<file path="src/rtl/xeu_pkg.sv">
// Shared types and constants of the x86 subset execute unit.
// Used by xeu_ctrl, xeu_dp and the top level.
package xeu_pkg;

  localparam int NumRegs = 18;
  localparam logic [4:0] RegAx = 5'd0;
  localparam logic [4:0] RegDx = 5'd3;
  localparam logic [4:0] RegSp = 5'd7;
  localparam logic [4:0] RegIp = 5'd16;
  localparam logic [4:0] RegFl = 5'd17;

  localparam int FlagCf = 0;
  localparam int FlagZf = 6;
  localparam int FlagSf = 7;
  localparam int FlagOf = 11;

  localparam logic [7:0] FrameTag = 8'd8;

  localparam logic [2:0] StOk = 3'd0;
  localparam logic [2:0] StHalt = 3'd1;
  localparam logic [2:0] StIll = 3'd2;
  localparam logic [2:0] StDiv0 = 3'd3;
  localparam logic [2:0] StStack = 3'd4;

  localparam logic [4:0] OpCdq = 5'd2;
  localparam logic [4:0] OpAdd = 5'd3;
  localparam logic [4:0] OpSub = 5'd4;
  localparam logic [4:0] OpImul = 5'd5;
  localparam logic [4:0] OpIdiv = 5'd6;
  localparam logic [4:0] OpCmp = 5'd7;
  localparam logic [4:0] OpMov = 5'd8;
  localparam logic [4:0] OpMovzx = 5'd9;
  localparam logic [4:0] OpPush = 5'd11;
  localparam logic [4:0] OpPop = 5'd12;
  localparam logic [4:0] OpSete = 5'd13;
  localparam logic [4:0] OpSetl = 5'd14;
  localparam logic [4:0] OpSetle = 5'd15;
  localparam logic [4:0] OpSetg = 5'd16;
  localparam logic [4:0] OpSetge = 5'd17;
  localparam logic [4:0] OpSetne = 5'd18;

  localparam logic [2:0] KindImm = 3'd0;
  localparam logic [2:0] KindR64 = 3'd1;
  localparam logic [2:0] KindR32 = 3'd2;
  localparam logic [2:0] KindR16 = 3'd3;
  localparam logic [2:0] KindLow = 3'd4;
  localparam logic [2:0] KindHigh = 3'd5;

  // Commands from the controller to the datapath.
  typedef enum logic [3:0] {
    CmdNone, CmdLoad, CmdMulStep, CmdMulDone, CmdDivInit, CmdDivStep,
    CmdStkByte, CmdCommit, CmdClear
  } dp_cmd_e_t;

  typedef struct packed {
    dp_cmd_e_t op;
    logic [3:0] idx;  // byte index of a stack frame access
  } dp_cmd_t;

  // Status from the datapath to the controller.
  typedef struct packed {
    logic [4:0] cmd;
    logic       halted;
    logic       illegal;
    logic       div_zero;
    logic       stk_range;
    logic       tag_bad;
  } dp_stat_t;

  function automatic logic is_reg(logic [2:0] kind, logic [4:0] num);
    return kind >= KindR64 && kind <= KindHigh && num < 5'(NumRegs);
  endfunction

  function automatic logic [63:0] view_get(logic [63:0] v, logic [2:0] kind);
    unique case (kind)
      KindR64: return v;
      KindR32: return {32'd0, v[31:0]};
      KindR16: return {48'd0, v[15:0]};
      KindLow: return {56'd0, v[7:0]};
      default: return {56'd0, v[15:8]};
    endcase
  endfunction

  function automatic logic [63:0] view_put(logic [63:0] o, logic [2:0] kind,
                                           logic [63:0] v);
    unique case (kind)
      KindR64: return v;
      KindR32: return {o[63:32], v[31:0]};
      KindR16: return {o[63:16], v[15:0]};
      KindLow: return {o[63:8], v[7:0]};
      default: return {o[63:16], v[7:0], o[7:0]};
    endcase
  endfunction

endpackage

</file>
<file path="src/rtl/xeu_ctrl.sv">
// Sequencer of the x86 subset execute unit.
// Depends on xeu_pkg; drives xeu_dp through dp_cmd_t.
module xeu_ctrl (
  input  logic              clk,
  input  logic              rst,
  input  logic              in_fire,
  input  logic              out_fire,
  input  logic              clr_done,
  input  xeu_pkg::dp_stat_t stat,
  output xeu_pkg::dp_cmd_t  cmd,
  output logic              busy,
  output logic              res_valid,
  output logic [2:0]        res_status
);
  import xeu_pkg::*;

  typedef enum logic [3:0] {
    SClear, SIdle, SDecode, SMul, SMulDone, SDiv, SPush, SPopTag, SPop,
    SCommit, SOut
  } state_t;

  state_t     state;
  logic [6:0] cnt;

  assign busy = state != SIdle;

  // Commands decoded from state.
  always_comb begin
    cmd.op = CmdNone;
    cmd.idx = cnt[3:0];
    unique case (state)
      SClear:   cmd.op = CmdClear;
      SMul:     cmd.op = CmdMulStep;
      SMulDone: cmd.op = CmdMulDone;
      SDiv:     cmd.op = CmdDivStep;
      SPush, SPopTag, SPop: cmd.op = CmdStkByte;
      SCommit:  cmd.op = CmdCommit;
      default:  cmd.op = (state == SIdle && in_fire) ? CmdLoad : CmdNone;
    endcase
    if (state == SDecode && stat.cmd == OpIdiv && !stat.halted && !stat.illegal &&
        !stat.div_zero)
      cmd.op = CmdDivInit;
  end

  // Advance the sequence.
  always_ff @(posedge clk) begin
    if (rst) begin
      state <= SClear;
      cnt <= '0;
      res_valid <= 1'b0;
      res_status <= StOk;
    end else begin
      unique case (state)
        SClear: if (clr_done) state <= SIdle;
        SIdle: if (in_fire) begin
          state <= SDecode; cnt <= '0;
        end
        SDecode: begin
          cnt <= '0;
          priority if (stat.halted) begin
            res_status <= StHalt; state <= SOut; res_valid <= 1'b1;
          end else if (stat.illegal) begin
            res_status <= StIll; state <= SOut; res_valid <= 1'b1;
          end else if (stat.cmd == OpIdiv && stat.div_zero) begin
            res_status <= StDiv0; state <= SOut; res_valid <= 1'b1;
          end else if ((stat.cmd == OpPush || stat.cmd == OpPop) && stat.stk_range) begin
            res_status <= StStack; state <= SOut; res_valid <= 1'b1;
          end else begin
            res_status <= StOk;
            priority if (stat.cmd == OpImul) state <= SMul;
            else if (stat.cmd == OpIdiv) state <= SDiv;
            else if (stat.cmd == OpPush) state <= SPush;
            else if (stat.cmd == OpPop) state <= SPopTag;
            else state <= SCommit;
          end
        end
        SMul: begin
          cnt <= cnt + 7'd1;
          if (cnt == 7'd3) state <= SMulDone;
        end
        SMulDone: state <= SCommit;
        SDiv: begin
          cnt <= cnt + 7'd1;
          if (cnt == 7'd63) state <= SCommit;
        end
        SPush: begin
          cnt <= cnt + 7'd1;
          if (cnt == 7'd8) state <= SCommit;
        end
        SPopTag: begin
          if (stat.tag_bad) begin
            res_status <= StStack; state <= SOut; res_valid <= 1'b1;
          end else begin
            cnt <= 7'd1; state <= SPop;
          end
        end
        SPop: begin
          cnt <= cnt + 7'd1;
          if (cnt == 7'd9) state <= SCommit;
        end
        SCommit: begin
          state <= SOut; res_valid <= 1'b1;
        end
        default: if (out_fire) begin
          res_valid <= 1'b0; state <= SIdle;
        end
      endcase
    end
  end

endmodule

</file>
<file path="config.mk">
export PLATFORM = sky130hd
export DESIGN_NAME = xeu_ctrl
export DESIGN_NICKNAME = d
export VERILOG_FILES = /design/src/rtl/xeu_pkg.sv /design/src/rtl/xeu_ctrl.sv
export SDC_FILE = /design/constraint.sdc
export NUM_CORES = 1
export LEC_CHECK = 0
export BUFFER_PORTS_ARGS = -buffer_cell sky130_fd_sc_hd__buf_2
export CORE_MARGIN = 8
export CORE_UTILIZATION = 54
export CTS_CLUSTER_SIZE = 25
export DETAILED_ROUTE_END_ITERATION = 8
export HOLD_SLACK_MARGIN = 0.08
export PLACE_DENSITY = 0.81
export SETUP_SLACK_MARGIN = 0.4
export SYNTH_ARGS = -nofsm -noshare
export SYNTH_HDL_FRONTEND = slang
export SYNTH_SLANG_ARGS = --single-unit
</file>
<file path="constraint.sdc">
create_clock -name clk -period 2.5 [get_ports clk]
set_clock_uncertainty 0.15 [all_clocks]
set_input_delay 0.625 -clock clk [delete_from_list [all_inputs] [get_ports clk]]
set_output_delay 0.625 -clock clk [all_outputs]
set_load 0.1 [all_outputs]
</file>
==> flow_summary_export.csv, run 1 <==
group,metric,value,unit
place,gp_congestion,0.898,
power,leakage,0.816,nW
global_routing,grt_max_degree,11,
logic_synthesis,netlist_area,1330,µm²
worst_setup_path,reg2reg_to,"state[2]$_SDFFE_PP0P_",
logic_synthesis,synthFlopType,"dfxtp_1",
worst_setup_path,startpoint_type,"input port",
sta,min_period,2.52,ns
worst_setup_path,cp_slowest_cell,"nand4bb_4",
place,portBuffers,27,
sta,final_hold_viol_count,0,
global_routing,grt_pass1_vias,1746,
clock_network,cts_hold_buf,0,
min_path,hold_path.class,"reg -> reg",
detailed_routing,wl_met1,2.11,mm
worst_setup_path,critical_path_class,"in -> out",
die,pin_count,28,
sta,setup_viol,1,
clock_network,ctsHtreeMaxLevel,1,
logic_synthesis,synth_cell_types,52,
sta,fin_crit_sh,1.01,
clock_network,clkSinkCount,15,
sta,max-slew-margin-rel,0.577,
logic_synthesis,ys_warn_count,0,
worst_setup_path,cp-startpoint,"stat[8]",
detailed_routing,avgRoutedWirePerCell,24.0,µm
final_layout,diodes,0,
logic_synthesis,syn_inst,186,
worst_setup_path,endpoint_kind,"output port",
clock_network,clk_latency,0.31,ns
die,die_w,65.6,µm
place,hpwl,3.03,mm
worst_setup_path,cp_slowest_stage_delay,0.23,ns
sta,tns,-0.0199,ns
global_routing,grt_usage,0.252,
logic_synthesis,syn_area_per_cell,7.15,µm²
worst_setup_path,crit_fanout,2,
sta,rsz0062_at_grt,"yes",
flow_run,cap_violations,0,
worst_setup_path,worstSetupEndpoint,"cmd[6]",
worst_setup_path,rr_worst_depth,6,
die,coreArea,2410,µm²
logic_synthesis,synthesis.nets,204,
detailed_routing,met3_length,846,µm
logic_synthesis,synth_edf_count,0,
final_layout,fillers,130,
logic_synthesis,ys_ff_latch,15,
sta,fin_ws,-0.0199,ns
final_layout,drive_above_1_share,0.436,
global_routing,overflow,0,
die,die_area,4310,µm²
worst_setup_path,cp.required,1.73,ns
detailed_routing,top_layer_used,"met4",
clock_network,cts.clk_slew.worst_paths,0.10,ns
clock_network,cts_tree,"built",
final_layout,syn_to_final_growth,52.6,%
detailed_routing,route.met2.wl,2.79,mm
final_layout,post-route-util,0.842,
logic_synthesis,yosysSeqAreaShare,0.226,
worst_setup_path,crit_chain,"buf_6 -> nand4bb_4 -> nor2_4 -> a31oi_1 -> nor2_1 -> nor2_2 -> a21oi_4 -> buf_12",
detailed_routing,dr.pass1.iters,6,
place,post-place-ws,0.0731,ns
sta,timing.fmax,0.397,GHz
final_layout,nets,253,
sta,worstMarginPinSlew,0.626,ns
worst_setup_path,r2r-start,"cnt[6]$_SDFFE_PP0P_",
detailed_routing,drc,0,
detailed_routing,vias,1885,
worst_setup_path,ff2ff_setup_slack,0.12,ns
final_layout,register_area,317,µm²
power,ir_drop,1.04,mV
clock_network,clockBufferDepth,2,
sta,holdWs,0.317,ns
die,rows,18,
global_routing,antenna_found_initial,0,
detailed_routing,avgViaCountPerCell,7.14,
detailed_routing,wl,6.35,mm
power,p_total,2.56,mW
status,violations,"setup timing",
status,status,"finished, violations left",
detailed_routing,drt_iter0_drc,322,
power,power_density,1260,nW/µm²
logic_synthesis,async_flop_share,0,
die,die_y,65.6,µm
global_routing,grt_pass1_wl,8.62,mm
detailed_routing,antenna_left,0,
worst_setup_path,cp_data_arrival_time,1.74,ns
sta,slew_violations,0,
die,start_util,0.552,
clock_network,cts-root-buf,"clkbuf_4",
clock_network,cts_buffers,3,
final_layout,multi_input_area,1090,µm²
-- cells in the mapped netlist (all sizes together) (2+ instances only) --
cell type  number  share of area
nor2b           3          0.014
xor2            6          0.040
o21a            2          0.011
a32oi           2          0.019
and3            2         0.0094
a22oi           2          0.011
nand4           3          0.014
o221ai          3          0.024
or3b            2          0.013
a31oi           5          0.024
dfxtp          15           0.23
nor4bb          2          0.015
nand2          19          0.054
nor4            4          0.019
clkbuf         10          0.028
nor3b           2          0.011
inv             7          0.020
o21ai          11          0.041
nand3           5          0.019
a21oi          11          0.041
nor3            5          0.027
nand2b          4          0.019
a311oi          2          0.013
nor2           25          0.071
ha              3          0.028
buf             6          0.029
a211oi          2          0.011
mux2i           4          0.030
nand3b          2          0.011
-- cells by family (layout without fill, tap and decap cells) --
group,Yosys count,count (layout),synth area share
AO/OA/AOI/OAI,48,48,0.246
buffers and inverters,24,72,0.0800
multiplexers,4,4,0.0301
XOR/XNOR,7,7,0.0461
AND/OR/NAND/NOR,85,85,0.344
flip-flops,15,15,0.226
adder cells (fa/ha/maj),3,3,0.0282
-- routing by layer --
| layer | global-route usage | vias to the layer above |
|---|---|---|
| met5 | 0 | - |
| met2 | 0.401 | 195 |
| met1 | 0.280 | 838 |
| met3 | 0.0748 | 84 |
| li1 | - | 768 |
| met4 | 0.183 | 0 |
-- layout by cell type (no fill, tap or decap), types with 2 or more instances in the layout --
cell type / n
buf_2: 18
buf_4: 28
nor4_4: 2
o221ai_1: 2
a21oi_2: 3
clkbuf_4: 4
nand2b_1: 4
ha_1: 2
nand2_2: 4
o21ai_1: 2
o21ai_0: 7
nand4_1: 3
a22oi_1: 2
dfxtp_1: 10
dfxtp_4: 4
inv_1: 7
a21oi_1: 7
buf_8: 2
nor2b_1: 2
nand3_1: 5
nor4bb_1: 2
nor3_1: 4
o21a_1: 2
mux2i_1: 4
buf_6: 5
nor2_1: 19
nand3b_1: 2
nor2_4: 5
nand2_1: 15
buf_12: 5
xor2_1: 6
a31oi_1: 5
and3_1: 2
-- flip-flops by register name (all words and copies together), names as in the netlist --
| signal | flops |
|---|---|
| res_status | 3 |
| cnt | 7 |
| state | 4 |
| res_valid | 1 |
-- per-stage QoR --
stage / instance area (µm²) / cells
final: 2030 / 264
after global routing: 2030 / 264
after CTS: 1920 / 259
after detailed placement: 1650 / 239
after global placement: 1650 / 239
after floorplan: 1510 / 186
-- what timing repair did --
action	CTS	global route
gates cloned	0	1
buffers inserted	16	4
pin swaps	7	9
endpoints found under the hold margin	0	0
endpoints found under the setup margin	7	18
gates resized for setup	30	14
-- cell type report --
type	instances	share of cell area
Multi-Input combinational cell	147	0.539
Timing Repair Buffer	60	0.256
Sequential cell	15	0.156
Tap cell	30	0.0185
Inverter	8	0.0166
Clock buffer	3	0.0111
Clock inverter	1	0.00247
-- worst max-delay path, delay by kind of cell --
family | cells | cell delay [ns]
buf+inv | 2 | 0.29
simple gates | 4 | 0.56
compound gates | 2 | 0.26
-- power by group --
part	leakage, nW	switching, mW	internal, mW
clock network	0.0177	0.0951	0.0601
logic	0.673	1.32	0.696
registers	0.125	0.0887	0.303
total	0.816	1.50	1.06
-- worst min-delay path by stage --
stage,startpoint,endpoint,cells after the start
floorplan,cnt[6]$_SDFFE_PP0P_,cnt[6]$_SDFFE_PP0P_,2
global placement,res_status[1]$_SDFFE_PP0P_,res_status[1]$_SDFFE_PP0P_,2
detailed placement,res_status[1]$_SDFFE_PP0P_,res_status[1]$_SDFFE_PP0P_,2
CTS,res_status[1]$_SDFFE_PP0P_,res_status[1]$_SDFFE_PP0P_,2
global route,res_status[0]$_SDFFE_PP0P_,res_status[0]$_SDFFE_PP0P_,2
finish,res_status[1]$_SDFFE_PP0P_,res_status[1]$_SDFFE_PP0P_,2
(Power assumes the default switching activity.)
==> inputs of run 2 (changes only) <==
PLACE_DENSITY = 0.9   (was 0.81)
RECOVER_POWER = 25   (was not set)
==> flow_summary_export.csv, run 2 (synthesized netlist as in run 1, its figures left out) <==
group,metric,value,unit
clock_network,clkSinkCount,15,
worst_setup_path,crit_fanout,2,
clock_network,ctsHtreeMaxLevel,1,
final_layout,post-route-util,0.877,
final_layout,largest_register_ffs,7,
final_layout,syn_to_final_growth,59.0,%
min_path,hold_path.class,"reg -> reg",
die,start_util,0.552,
worst_setup_path,r2r-start,"state[0]$_SDFFE_PP0P_",
place,portBuffers,27,
sta,slew_violations,0,
clock_network,cts-root-buf,"clkbuf_4",
min_path,min_from,"res_status[1]$_SDFFE_PP0P_",
power,leakage,0.881,nW
flow_run,cap_violations,0,
die,die_w,65.6,µm
worst_setup_path,critical_path_class,"in -> out",
sta,min_period,2.45,ns
worst_setup_path,cp_data_arrival_time,1.68,ns
power,ir_drop,1.02,mV
sta,final_hold_viol_count,0,
clock_network,clockBufferDepth,2,
detailed_routing,dr.pass1.iters,5,
die,coreArea,2410,µm²
final_layout,layout_commonest_cell,"buf_4",
place,hpwl,2.86,mm
die,die_y,65.6,µm
final_layout,drive_above_1_share,0.453,
die,rows,18,
clock_network,cts_tree,"built",
final_layout,top_register,"cnt",
status,status,"finished, final reports clean",
worst_setup_path,ff2ff_setup_slack,0.14,ns
final_layout,diodes,0,
sta,rsz0062_at_grt,"yes",
final_layout,final_cell_mix,"buf_4, nor2_1, nand2_1, buf_2, buf_6",
detailed_routing,antenna_left,0,
global_routing,grt_pass1_vias,1728,
place,gp_congestion,0.898,
worst_setup_path,endpoint_kind,"output port",
clock_network,clk_latency,0.30,ns
min_path,min_path_cells,2,
clock_network,cts.clk_slew.worst_paths,0.11,ns
place,placed_area,1680,µm²
sta,worstMarginPinSlew,0.542,ns
die,pin_count,28,
worst_setup_path,rr_worst_depth,9,
worst_setup_path,reg2reg_to,"state[2]$_SDFFE_PP0P_",
sta,fin_crit_sh,0.982,
worst_setup_path,startpoint_type,"input port",
detailed_routing,drt_iter0_drc,242,
sta,max-slew-margin-rel,0.640,
detailed_routing,avgRoutedWirePerCell,22.1,µm
detailed_routing,avgViaCountPerCell,6.92,
global_routing,grt_usage,0.245,
global_routing,antenna_found_initial,0,
global_routing,grt_pass1_wl,8.44,mm
sta,holdWs,0.331,ns
detailed_routing,drc,0,
worst_setup_path,cp.required,1.73,ns
detailed_routing,wl,6.03,mm
final_layout,reg_top3,"cnt x7, state x4, res_status x3",
min_path,holdPathEnd,"res_status[1]$_SDFFE_PP0P_",
global_routing,overflow,0,
final_layout,nets,262,
clock_network,cts_hold_buf,0,
sta,setup_viol,0,
detailed_routing,vias,1888,
power,power_density,1250,nW/µm²
sta,timing.fmax,0.407,GHz
final_layout,fin_area,2110,µm²
global_routing,grt_max_degree,21,
clock_network,cts_buffers,3,
die,die_area,4310,µm²
-- run 2: cell types whose count changed in the layout (fill, tap and decap cells not counted), sizes merged --
| cell | previous run | this run |
|---|---|---|
| clkinvlp | 1 | 0 |
| buf | 58 | 66 |
| clkbuf | 5 | 6 |
| clkinv | 1 | 2 |
-- run 2: per-stage QoR --
stage               setup slack (ns)  instances  setup TNS (ns)  power (mW)
floorplan                    -0.0406        186         -0.0811        1.62
global placement              0.0951        243               0        1.95
detailed placement            0.0684        243               0        1.97
CTS                           0.0951        267               0        2.33
global route                 -0.0163        273         -0.0163        2.77
finish                        0.0457        273               0        2.65
-- run 2: critical path, stage by stage --
cell       delay, ns
buf_6           0.10
nand4bb_4       0.24
nor2_4          0.13
a31oi_1         0.08
nor2_1          0.11
nor2_1          0.07
a21oi_4         0.13
buf_12          0.19
-- run 2: cell type report --
cell class                 instances  area [µm²]
multi-input combinational        147        1120
timing repair buffer              69         577
sequential                        15         317
fill                             123         295
tap                               30        37.5
inverter                           8        35.0
clock buffer                       3        22.5
clock inverter                     1        5.00
-- run 2: worst max path at each step --
stage | startpoint | end | slack, ns | cells past startpoint
after global routing | stat[9] | cmd[6] | -0.02 | 8
after floorplan | state[2]$_SDFFE_PP0P_ | cmd[7] | -0.04 | 4
after global placement | stat[8] | cmd[6] | 0.1 | 8
after CTS | stat[9] | cmd[6] | 0.1 | 8
final | stat[9] | cmd[6] | 0.05 | 8
after detailed placement | stat[8] | cmd[6] | 0.07 | 8
-- run 2: report_power, final --
group,switching [mW],internal (mW)
Sequential,0.0748,0.303
Combinational,1.33,0.789
Clock,0.0984,0.0597
Total,1.50,1.15
-- run 2: per-layer routing --
metal | up-vias | part of all wire | track usage
met4 | 0 | 0.055 | 0.142
met1 | 864 | 0.36 | 0.292
met2 | 187 | 0.46 | 0.385
met3 | 49 | 0.12 | 0.0646
met5 | - | 0 | 0
li1 | 788 | - | -
-- run 2: timing repair --
action                                  4_1_cts  5_1_grt
gates resized for setup                      26       27
endpoints found under the setup margin        7       17
hold endpoints to repair                      0        0
buffers inserted                             20        6
pin swaps                                     9       17
